[src/sv/rvs_pkg.sv]
// rvs_pkg: shared types and constants of the RV32 subset execute core.
// Used by rvs_front, rvs_back and the top level; depends on nothing.
package rvs_pkg;

   localparam int unsigned XLEN           = 32;
   localparam int unsigned DMEM_DEPTH_DEF = 1024;
   localparam int unsigned REG_COUNT      = 32;
   localparam int unsigned REG_AW         = 5;
   localparam int unsigned QUEUE_DEPTH    = 2;

   localparam logic [6:0] OP_R      = 7'd51;
   localparam logic [6:0] OP_I      = 7'd19;
   localparam logic [6:0] OP_LOAD   = 7'd3;
   localparam logic [6:0] OP_STORE  = 7'd35;
   localparam logic [6:0] OP_BRANCH = 7'd99;
   localparam logic [6:0] OP_LUI    = 7'd55;
   localparam logic [6:0] OP_JAL    = 7'd111;
   localparam logic [6:0] OP_JALR   = 7'd103;
   localparam logic [6:0] OP_AUIPC  = 7'd23;

   localparam logic [6:0] F7_BASE = 7'd0;
   localparam logic [6:0] F7_ALT  = 7'd32;
   localparam logic [6:0] F7_MUL  = 7'd1;

   localparam logic [2:0] F3_ADD  = 3'd0;
   localparam logic [2:0] F3_SLL  = 3'd1;
   localparam logic [2:0] F3_SLT  = 3'd2;
   localparam logic [2:0] F3_XOR  = 3'd4;
   localparam logic [2:0] F3_SR   = 3'd5;
   localparam logic [2:0] F3_OR   = 3'd6;
   localparam logic [2:0] F3_AND  = 3'd7;
   localparam logic [2:0] F3_BEQ  = 3'd0;
   localparam logic [2:0] F3_BNE  = 3'd1;
   localparam logic [2:0] F3_BLT  = 3'd4;
   localparam logic [2:0] F3_BGE  = 3'd5;
   localparam logic [2:0] F3_WORD = 3'd2;

   localparam logic [1:0] ST_OK      = 2'd0;
   localparam logic [1:0] ST_ILLEGAL = 2'd1;
   localparam logic [1:0] ST_DIVZERO = 2'd2;

   localparam logic ACT_EXEC    = 1'b0;
   localparam logic ACT_PRELOAD = 1'b1;

   typedef enum logic [1:0] {
      KIND_PRELOAD,
      KIND_LOAD,
      KIND_DIVREM,
      KIND_OTHER
   } kind_type;

   typedef struct packed {
      kind_type    kind;
      logic [31:0] instr_word;
      logic [31:0] preload_addr;
      logic [31:0] preload_data;
   } item_type;

endpackage

[src/sv/rvs_front.sv]
// rvs_front: accepts request transactions, classifies them and queues them.
// Depends on rvs_pkg.
module rvs_front (
   input  logic              clock,
   input  logic              reset,
   input  logic              clearing,
   input  logic              req_tvalid,
   output logic              req_tready,
   input  logic [95:0]       req_tdata,
   input  logic              req_tuser,
   output rvs_pkg::item_type head,
   output logic              head_valid,
   input  logic              pop
);

   localparam int unsigned QD = rvs_pkg::QUEUE_DEPTH;
   localparam int unsigned QW = $clog2(QD);

   rvs_pkg::item_type q_ff [QD];
   logic [QW-1:0]     wr_ptr_ff, rd_ptr_ff;
   logic [QW:0]       count_ff;
   rvs_pkg::item_type item_in;
   logic              push;
   logic [6:0]        op;
   logic [2:0]        f3;
   logic [6:0]        f7;

   assign op = req_tdata[6:0];
   assign f3 = req_tdata[14:12];
   assign f7 = req_tdata[31:25];

   always_comb begin
      item_in.instr_word   = req_tdata[31:0];
      item_in.preload_addr = req_tdata[63:32];
      item_in.preload_data = req_tdata[95:64];
      if (req_tuser == rvs_pkg::ACT_PRELOAD) begin
         item_in.kind = rvs_pkg::KIND_PRELOAD;
      end else if (op == rvs_pkg::OP_LOAD && f3 <= rvs_pkg::F3_WORD) begin
         item_in.kind = rvs_pkg::KIND_LOAD;
      end else if (op == rvs_pkg::OP_R && f7 == rvs_pkg::F7_MUL
                   && (f3 == rvs_pkg::F3_XOR || f3 == rvs_pkg::F3_OR)) begin
         item_in.kind = rvs_pkg::KIND_DIVREM;
      end else begin
         item_in.kind = rvs_pkg::KIND_OTHER;
      end
   end

   assign req_tready = (count_ff != (QW+1)'(QD)) && !clearing;
   assign push       = req_tvalid && req_tready;
   assign head       = q_ff[rd_ptr_ff];
   assign head_valid = count_ff != '0;

   always_ff @(posedge clock) begin
      if (push) begin
         q_ff[wr_ptr_ff] <= item_in;
      end
      if (reset) begin
         wr_ptr_ff <= '0;
         rd_ptr_ff <= '0;
         count_ff  <= '0;
      end else begin
         if (push) begin
            wr_ptr_ff <= (wr_ptr_ff == QW'(QD-1)) ? '0 : wr_ptr_ff + 1'b1;
         end
         if (pop) begin
            rd_ptr_ff <= (rd_ptr_ff == QW'(QD-1)) ? '0 : rd_ptr_ff + 1'b1;
         end
         count_ff <= count_ff + (QW+1)'(push) - (QW+1)'(pop);
      end
   end

endmodule

[config.mk]
export PLATFORM = sky130hd
export DESIGN_NAME = rvs_front
export DESIGN_NICKNAME = d
export VERILOG_FILES = /design/src/sv/rvs_pkg.sv /design/src/sv/rvs_front.sv
export SDC_FILE = /design/constraint.sdc
export NUM_CORES = 1
export LEC_CHECK = 0
export ABC_AREA = 1
export BUFFER_PORTS_ARGS = -buffer_cell sky130_fd_sc_hd__buf_4
export CAP_MARGIN = 20
export CORE_MARGIN = 2
export CORE_UTILIZATION = 34
export DETAILED_ROUTE_END_ITERATION = 12
export PLACE_DENSITY_LB_ADDON = 0.05
export SLEW_MARGIN = 20
export SYNTH_ARGS = -nofsm -noshare
export SYNTH_HDL_FRONTEND = slang
export SYNTH_SLANG_ARGS = --single-unit
[constraint.sdc]
create_clock -name clock -period 17.45 [get_ports clock]
set_clock_uncertainty 0.2 [all_clocks]
set_input_delay 3.49 -clock clock [delete_from_list [all_inputs] [get_ports clock]]
set_output_delay 3.49 -clock clock [all_outputs]
set_load 0.05 [all_outputs]
==> results of run 1 <==
## area by class of cell
type | count | area [µm²]
fillers | 1933 | 11700
flip-flops and latches | 201 | 5990
repair buffers | 205 | 1540
multi-input cells | 139 | 1380
clock buffers | 31 | 606
well taps | 280 | 350
clock inverters | 7 | 58.8
inverters | 11 | 43.8
## path summary, 6_finish.rpt
kind | from | end | slack, ns
min reg2reg | rd_ptr_ff | rd_ptr_ff | 0.33
max reg2reg | count_ff[0] | q_ff[1][52] | 14.93
max | clearing | req_tready | 9.81
min | rd_ptr_ff | rd_ptr_ff | 0.33
## placed cells by master (no fill, tap or decap), drive strengths merged
cell type / netlist / final
clkbuf: 0 / 31
a21oi: 2 / 2
edfxtp: 196 / 196
xnor2: 2 / 2
nand4: 1 / 1
buf: 11 / 205
inv: 11 / 11
mux2: 98 / 98
clkinv: 0 / 5
nor2: 18 / 18
nand2: 14 / 14
dfxtp: 5 / 5
clkinvlp: 0 / 1
nand3: 2 / 2
ha: 2 / 2
bufinv: 0 / 1
## per-layer routing
layer  vias to the layer above  GRT usage [%]  wire length, µm
met2                       125           22.5             7820
met5                         -              0                0
met1                      1921           14.6             5950
li1                       1827              -                -
met4                         0           3.60              312
met3                        21           3.90             1090
## kinds of logic after synthesis
family	count (synthesis)	synth area share [%]
AO/OA/AOI/OAI	2	0.134
XOR/XNOR	2	0.234
adder cells (fa/ha/maj)	2	0.335
buffers and inverters	22	1.62
flip-flops	201	80.1
multiplexers	98	15.8
AND/OR/NAND/NOR	35	1.82
## worst max-delay path, stage by stage
cell,delay (ns)
buf_4,0.11
a21oi_1,0.13
buf_4,0.22
## power by group through the flow
stage | clock network (mW) | logic, mW | registers (mW)
final | 0.429 | 0.199 | 0.563
after global routing | 0.464 | 0.210 | 0.565
after CTS | 0.446 | 0.202 | 0.564
after detailed placement | 0 | 0.202 | 0.574
after global placement | 0 | 0.200 | 0.573
after floorplan | 0 | 0.138 | 0.571
## cell usage after synthesis, drive strengths merged
library cell	count	area, µm²
edfxtp	196	5890
mux2	98	1180
nor2	18	67.6
nand2	14	52.6
buf	11	80.1
inv	11	41.3
dfxtp	5	100
a21oi	2	10.0
ha	2	25.0
nand3	2	10.0
xnor2	2	17.5
nand4	1	6.26
## state kept, by name (all words and copies together) (netlist names), named ones only
register and cells:
count_ff 2, q_ff 196, rd_ptr_ff 1, wr_ptr_ff 1
## per-stage QoR
stage,setup slack [ns],power [mW],area (µm²)
2_1_floorplan,8.95,0.710,7470
3_3_place_gp,9.83,0.773,9300
3_5_place_dp,9.81,0.775,9300
4_1_cts,9.80,1.21,9960
5_1_grt,9.76,1.24,9960
6_report,9.81,1.19,9960
==> summary.md, run 1 <==
| Metric | Value |
|---|---|
| Status | completed |
| Post-synth cell types | 14 |
| Comb power frac | 16.7% |
| Diode count | 0 |
| Die Area | 0.0232 mm² |
| Setup violations, final | 0 |
| Maximum vdd drop | 0.0783 mV |
| Final hold vios | 0 |
| Port bufs | 201 |
| Max-slew violations | 0 |
| Die X | 152 µm |
| GPL Wtd Cong | 0.680 |
| Least-Margin Pin Slew | 0.951 ns |
| Antenna violation net count after detailed routing | 0 |
| Post-DR vias/cell | 4.46 |
| Total Neg Setup Slack | 0 ns |
| CP Class | input pin to output pin |
| Post-CTS Hold Buffers | 0 |
| Final Non-Filler Cells | 874 |
| Clock Latency Late Sink | 0.49 ns |
| CTS buffer count | 23 |
| Leak | 3.73 nW |
| Root Buffer | clkbuf_16 |
| Vias | 3894 |
| Clk pwr share | 36.0% |
| Post-DP HPWL | 9550 µm |
| TritonCTS sink count | 201 |
| Post_cts resized | 0 |
| Sequential share of power | 47.3% |
| CP startpoint kind | input pin |
| Critical Path Fanout Max | 2 |
| Post-Syn Area per Cell | 20.6 µm² |
| Synth-to-Final Area Change | 33.3% |
| Cell Rows | 54 |
| Antenna violations before repair | 0 |
| Synthesis Warnings | 0 |
| Global-route wire length before repair | 23000 µm |
| Sw power | 0.310 mW |
| Internal power | 0.882 mW |
| PwrDens | 120 mW/mm² |
| CORE AREA | 0.0217 mm² |
| CTS tree | yes |
| Detailed Route WL | 15200 µm |
| Max_cap viols | 0 |
| Clock transition at the registers of the reported paths | 0.05 ns |
| Final min period | 7.64 ns |
| Gr usage total | 12.6% |
| Starting Density | 34.5% |
| Ports | 202 |
| Clock buffer depth | 3 |
| Synth Cell Area | 0.00747 mm² |
| Vias in the first global route | 4187 |
| Worst Hold Class | flip-flop to flip-flop |
| Worst EP arrival | 3.95 ns |
| Worst Reg-to-Reg Cells | 5 |
| Switching Share | 26.0% |
| GRT overflow | 0 |
| Critical path required time | 13.76 ns |
| Setup bufs post-CTS | 0 |
| Largest net degree at the start of global routing | 62 |
| Worst Hold Depth | 2 |
| Rel. slew slack | 36.6% |
| Period Utilization, post-route | 43.8% |
| Syn Nets | 466 |
| DR WL/cell | 17.4 µm |
| H-tree lvl count | 1 |
| Initial DRC Count | 129 |
| CP Capture Type | output pin |
| Placed cells | 836 |
| DRC | 0 |
| Final Util | 45.9% |
| Die Y | 152 µm |
| Unrepaired setup endpoints after global routing | false |
| Flops & latches, synth | 201 |
| Seq/Total Area, Yosys | 80.1% |
| Post-layout net count | 685 |
| Syn Inst Count | 362 |
| Min Hold Slack | 0.331 ns |
| Pre-antenna DRT Iters | 4 |
| F_max | 0.131 GHz |
| Share of cells above drive strength 1 | 56.1% |
Power figures use the tool's default switching activity.
==> run 2: changes to the inputs <==
- ABC_AREA: 1 -> 0
- clock period: 17.45 -> 7.15 ns (I/O delays scaled with it)
==> run 2 against run 1 <==
Wire length rose by 0.86%; core utilization fell by 0.12 points; critical path depth did not move; highest routed layer unchanged.
==> summary.md, run 2 <==
| Metric | Value |
|---|---|
| Status | completed |
| CP Class | flip-flop to output pin |
| Global-route wire length before repair | 23200 µm (+0.72%) |
| Post-layout net count | 662 (-3.4%) |
| Diode count | 0 (unchanged) |
| Largest net degree at the start of global routing | 58 (-6.5%) |
| Maximum vdd drop | 0.184 mV (+130%) |
| Setup bufs post-CTS | 0 (unchanged) |
| Syn Nets | 443 (-4.9%) |
| Worst Path Buf+Inv | 2 (unchanged) |
| Top-count cell post-synth | edfxtp_1 |
| Slowest stage delay, CP | 0.78 ns (+0.56 ns) |
| Die X | 152 µm (-0.23%) |
| DRC | 0 (unchanged) |
| Post-CTS Hold Buffers | 0 (unchanged) |
| Most frequent cells in the layout | buf_4 (205), edfxtp_1 (196), mux2_2 (78) |
| Clock buffer depth | 3 (unchanged) |
| Clock transition at the registers of the reported paths | 0.06 ns (about the same) |
| GRT overflow | 0 (unchanged) |
| Cell accounting for the most synthesized area | edfxtp_1 |
| Min setup slack post-route | 2.84 ns (-6.97 ns) |
| Critical path required time | 5.52 ns (-8.24 ns) |
| Max_cap viols | 0 (unchanged) |
| CP most frequent cell | buf_4 |
| TritonCTS sink count | 201 (unchanged) |
| PwrDens | 289 mW/mm² (+140%) |
| Final hold vios | 0 (unchanged) |
| Pre-antenna DRT Iters | 6 (+2) |
| Post_cts resized | 0 (unchanged) |
| Period Utilization, post-route | 60.3% |
| Synth top area share | 79.1% (+0.37 points) |
| Cell chain of the critical path | buf_4, mux2_2, buf_4 |
| Ys async rst share | 0% (unchanged) |
| Critical Path Fanout Max | 56 (+54) |
| Syn Inst Count | 339 (-6.4%) |
| Cell Rows | 54 (unchanged) |
| Leak | 3.66 nW (-2.0%) |
| Final min period | 4.31 ns |
| Setup violations, final | 0 (unchanged) |
| Post-synth cell types | 27 (+13) |
| Synth area leaders | edfxtp_1 (79%), mux2_2 (12%), mux2_4 (4.0%), dfxtp_1 (1.3%), buf_6 (0.61%) |
| Vias in the first global route | 4131 (-1.3%) |
| CTS tree | yes |
| Max-slew violations | 0 (unchanged) |
| Pre-CTS setup slack | 3.24 ns (-6.57 ns) |
| CP Capture Type | output pin |
| Antenna violations before repair | 0 (unchanged) |
| Port bufs | 201 (unchanged) |
| Initial DRC Count | 138 (+7.0%) |
| Top delay family on crit path | buffers and inverters |
| Largest regs | q_ff: 196 flops, count_ff: 2 flops |
| Post-Syn Area per Cell | 21.9 µm² (+6.3%) |
| Worst Hold Class | flip-flop to flip-flop |
| EDFF count, synth | 196 (unchanged) |
| Least-Margin Pin Slew | 0.836 ns (-0.115 ns) |
| H-tree lvl count | 1 (unchanged) |
| Crit path max-delay cell type | dfxtp_4 |
| Footprint of the multi-input gates | 0.00138 mm² (+0.36%) |
| Gr usage total | 12.9% (+0.29 points) |
| Detailed Route WL | 15300 µm (+0.86%) |
| Synth top cells by count | edfxtp_1 (196), mux2_2 (78), mux2_4 (20), buf_2 (7), dfxtp_1 (5) |
| DR WL/cell | 18.0 µm (+3.7%) |
| F_max | 0.232 GHz |
| Seq/Total Area, Yosys | 80.5% (+0.38 points) |
| Sequential Area | 0.00599 mm² (unchanged) |
| Total power | 2.86 mW (+140%) |
| Share of cells above drive strength 1 | 58.9% (+2.9 points) |
| Ports | 202 (unchanged) |
| Worst EP arrival | 2.68 ns (-1.27 ns) |
| Starting Density | 34.4% (-0.054 points) |
| CP startpoint kind | flip-flop |
| GPL Wtd Cong | 0.712 (+4.7%) |
| Total Neg Setup Slack | 0 ns (unchanged) |
| Die Y | 152 µm (-0.23%) |
| Synthesis Warnings | 0 (unchanged) |
| Die Area | 0.0231 mm² (-0.45%) |
| Synth Cell Area | 0.00744 mm² (-0.47%) |
| Most common cell after layout, fill and taps aside | buf_4 |
| Vias | 3822 (-1.8%) |
| CORE AREA | 0.0216 mm² (-0.31%) |
| Design Area, Final | 0.00990 mm² (-0.58%) |
| Flops & latches, synth | 201 (unchanged) |
| Clock Latency Late Sink | 0.49 ns (about the same) |
| Root Buffer | clkbuf_16 |
| Top FF cell, synth | edfxtp_1 |
| Largest register FFs | 196 (unchanged) |
| Post-DP HPWL | 9990 µm (+4.6%) |
| Post-DR vias/cell | 4.50 (+0.92%) |
| Antenna violation net count after detailed routing | 0 (unchanged) |
| CTS buffer count | 23 (unchanged) |
| Unrepaired setup endpoints after global routing | false |
| Placed cell area | 0.00927 mm² (-0.34%) |
| Synth-to-Final Area Change | 33.1% |
| Top reg by flops | q_ff |
| Rel. slew slack | 44.3% (+7.7 points) |
| Fillers | 1921 (-0.62%) |
[run 2: cell types whose count changed in the layout (fill, tap and decap cells not counted), sizes merged, moves of 2 or more]
cell	previous run	this run
nand2	14	1
nor2	18	4
nor4	0	2
nor3	0	3
inv	11	2
clkinv	5	7
nand3	2	0
nor2b	0	2
[run 2: report_power, final]
| part | internal [mW] | switching (mW) |
|---|---|---|
| combinational | 0.177 | 0.307 |
| clock | 0.586 | 0.417 |
| sequential | 1.35 | 0.0231 |
| total | 2.12 | 0.747 |
[run 2: cell families after synthesis]
logic type | after synthesis | share of synthesized area, %
XOR/XNOR | 2 | 0.235
buffers and inverters | 13 | 1.18
flip-flops | 201 | 80.5
AND/OR/NAND/NOR | 18 | 1.43
adder cells (fa/ha/maj) | 2 | 0.336
AO/OA/AOI/OAI | 5 | 0.521
multiplexers | 98 | 15.8
[run 2: final timing paths]
path	slack, ns	cells past startpoint	startpoint	endpoint
setup / recovery	2.84	3	flip-flop	head[74]
hold / removal	0.32	2	count_ff[1]	count_ff[1]
setup reg to reg	4.39	4	count_ff[1]	q_ff[1][1]
hold reg to reg	0.32	2	count_ff[1]	count_ff[1]
[run 2: stage by stage]
step	hold slack, ns	utilization, %	std cells
finish	0.316	45.8	850
global route	0.342	45.8	850
CTS	0.318	45.8	850
detailed placement	0.308	42.9	813
global placement	0.294	42.9	813
floorplan	0.280	-	339
[run 2: final cells by class]
cell class | instances | area share [%]
clock buffer | 30 | 6.08
tap | 280 | 3.54
timing repair buffer | 205 | 15.5
clock inverter | 7 | 0.366
sequential | 201 | 60.5
multi-input combinational | 125 | 13.9
inverter | 2 | 0.0758
[run 2: per-layer routing]
layer	track usage, %	wire [µm]
met3	4.22	1110
met5	0	0
met4	4.14	325
met1	15.8	6280
met2	21.6	7580
[run 2: tightest hold or removal path, cell delays in order, from the launching register on]
cell,delay [ns]
dfxtp_1,0.32
nor2_1,0.10
nor3_1,0.05
==> run 3: changes to the inputs <==
- clock period: 7.15 -> 3.6 ns (I/O delays scaled with it)
==> run 3 against run 2 <==
Sequential share of layout area fell by 0.94 points; clock power increased by 120%; die area stayed put; via count fell by 0.68%; critical endpoint is now head[9].
==> summary.md, run 3 (synthesized netlist as in run 2, its figures left out) <==
| Metric | Value |
|---|---|
| Largest register FFs | 196 (unchanged) |
| GR Layer Usage met1 | 15.5% (-0.31 points) |
| Design Area, Final | 0.0101 mm² (+1.6%) |
| Die Y | 152 µm (unchanged) |
| Final hold vios | 0 (unchanged) |
| Crit path max-delay cell type | dfxtp_4 |
| Share of cells above drive strength 1 | 59.7% (+0.74 points) |
| Post_cts resized | 0 (unchanged) |
| CP Class | flip-flop to output pin |
| Setup crit end | head[9] |
| Post-DP HPWL | 10100 µm (+0.72%) |
| Worst Hold Class | input pin to flip-flop |
| Synth-to-Final Area Change | 35.2% |
| Vias | 3796 (-0.68%) |
| Post-layout net count | 664 (+0.30%) |
| Clock buffer depth | 3 (unchanged) |
| M3 GR Usage | 4.62% (+0.40 points) |
| Rel. slew slack | 64.4% (+20 points) |
| Final min period | 3.01 ns |
| Largest regs | q_ff: 196 flops, count_ff: 2 flops |
| Maximum vdd drop | 0.401 mV (+120%) |
| DRC | 0 (unchanged) |
| Clk pwr share | 37.4% (+2.4 points) |
| Placed cell area | 0.00935 mm² (+0.86%) |
| R2R Setup Slk | 1.37 ns (-3.02 ns) |
| Pre-CTS setup slack | 0.982 ns (-2.25 ns) |
| Cell Rows | 54 (unchanged) |
| Top reg by flops | q_ff |
| CTS buffer count | 22 (-4.3%) |
| Setup violations, final | 0 (unchanged) |
| Worst EP arrival | 2.09 ns (-0.59 ns) |
| Pre-antenna DRT Iters | 4 (-2) |
| Root Buffer | clkbuf_16 |
| Vias in the first global route | 4169 (+0.92%) |
| Max-slew violations | 0 (unchanged) |
| Largest net degree at the start of global routing | 62 (+6.9%) |
| CORE AREA | 0.0216 mm² (unchanged) |
| Final Util | 46.5% (+0.72 points) |
| Antenna violation net count after detailed routing | 0 (unchanged) |
| Min setup slack post-route | 0.591 ns (-2.25 ns) |
| Diode count | 0 (unchanged) |
| Worst r2r src | count_ff[1] |
| Initial DRC Count | 160 (+16%) |
| Status | completed |
| Port bufs | 201 (unchanged) |
| Most frequent cells in the layout | buf_4 (204), edfxtp_1 (196), mux2_2 (78) |
| Max_cap viols | 0 (unchanged) |
| Clock Latency Late Sink | 0.49 ns (about the same) |
| Total Neg Setup Slack | 0 ns (unchanged) |
| DR WL/cell | 18.2 µm (+0.97%) |
| Sw power | 1.51 mW (+100%) |
| Die X | 152 µm (unchanged) |
| Total power | 5.93 mW (+110%) |
| GPL Wtd Cong | 0.662 (-7.0%) |
| Setup bufs post-CTS | 0 (unchanged) |
| Most used routing layer | met2 |
| Die Area | 0.0231 mm² (unchanged) |
| CTS tree | yes |
| Cell chain of the critical path | buf_12, mux2_2, buf_4 |
| Critical path required time | 2.68 ns (-2.84 ns) |
| Internal power | 4.42 mW (+110%) |
| R2r endpoint | q_ff[1][82] |
| H-tree lvl count | 1 (unchanged) |
| Worst Reg-to-Reg Cells | 4 (unchanged) |
| Period Utilization, post-route | 83.6% |
| Leak | 3.72 nW (+1.7%) |
| CP Capture Type | output pin |
| GRT overflow | 0 (unchanged) |
| Starting Density | 34.4% (unchanged) |
| Unrepaired setup endpoints after global routing | false |
| Switching Share | 25.5% (-0.59 points) |
| Comb power frac | 16.6% (-0.3 points) |
| Clock transition at the registers of the reported paths | 0.06 ns (about the same) |
| PwrDens | 589 mW/mm² (+100%) |
| Post-DR vias/cell | 4.45 (-1.0%) |
| Antenna violations before repair | 0 (unchanged) |
| Least-Margin Pin Slew | 0.534 ns (-0.302 ns) |
| Global-route wire length before repair | 23500 µm (+1.3%) |
| Ports | 202 (unchanged) |
| TritonCTS sink count | 201 (unchanged) |
| Gr usage total | 13.0% (+0.070 points) |
| Critical Path Fanout Max | 44 (-21%) |
| Slowest stage delay, CP | 0.66 ns (-0.12 ns) |
| CP startpoint kind | flip-flop |
| Detailed Route WL | 15500 µm (+1.3%) |
| Post-CTS Hold Buffers | 0 (unchanged) |
| F_max | 0.332 GHz |
| Sequential share of power | 46.0% (-2.1 points) |
| Met2 usage | 22.1% (+0.45 points) |
| Most common cell after layout, fill and taps aside | buf_4 |
==> run 3: layout make-up <==
type                       instances  area, µm²
tap                              280        350
clock buffer                      26        587
fill                            1926      11600
clock inverter                    11        128
multi-input combinational        125       1380
timing repair buffer             208       1610
sequential                       201       5990
inverter                           2       15.0
==> run 3: power groups by stage <==
stage                     clock (mW)  combinational [mW]  sequential (mW)
after global placement             0               0.993             2.77
after detailed placement           0                1.00             2.78
after CTS                       2.29                1.00             2.73
after floorplan                    0               0.673             2.76
after global routing            2.39                1.04             2.74
final                           2.21               0.987             2.73
==> run 3: layer usage <==
| layer | wire length, µm | part of all wire (%) | vias to the layer above |
|---|---|---|---|
| li1 | - | - | 1788 |
| met1 | 6140 | 40 | 1857 |
| met2 | 7800 | 50 | 130 |
| met3 | 1320 | 8.5 | 21 |
| met4 | 243 | 1.6 | 0 |
| met5 | 0 | 0 | - |
==> run 3: worst max-delay path, delay by kind of cell, from the launching register on <==
family | cells | cell delay, ns
buf+inv | 2 | 0.52
flops | 1 | 0.66
mux | 1 | 0.38
==> run 3: worst min path at each step <==
| stage | startpoint | to | slack, ns | cells past startpoint |
|---|---|---|---|---|
| after floorplan | rd_ptr_ff | flip-flop | 0.28 | 2 |
| after global placement | rd_ptr_ff | flip-flop | 0.29 | 2 |
| after detailed placement | rd_ptr_ff | rd_ptr_ff | 0.31 | 2 |
| after CTS | req_tdata[94] | q_ff[1][30] | 0.18 | 1 |
| after global routing | req_tdata[47] | q_ff[0][47] | 0.19 | 1 |
| final | req_tdata[23] | q_ff[0][87] | 0.21 | 1 |
==> run 3: per-stage QoR <==
stage,instances,hold slack [ns]
after floorplan,339,0.280
after global placement,816,0.294
after detailed placement,816,0.311
after CTS,853,0.183
after global routing,853,0.186
final,853,0.208
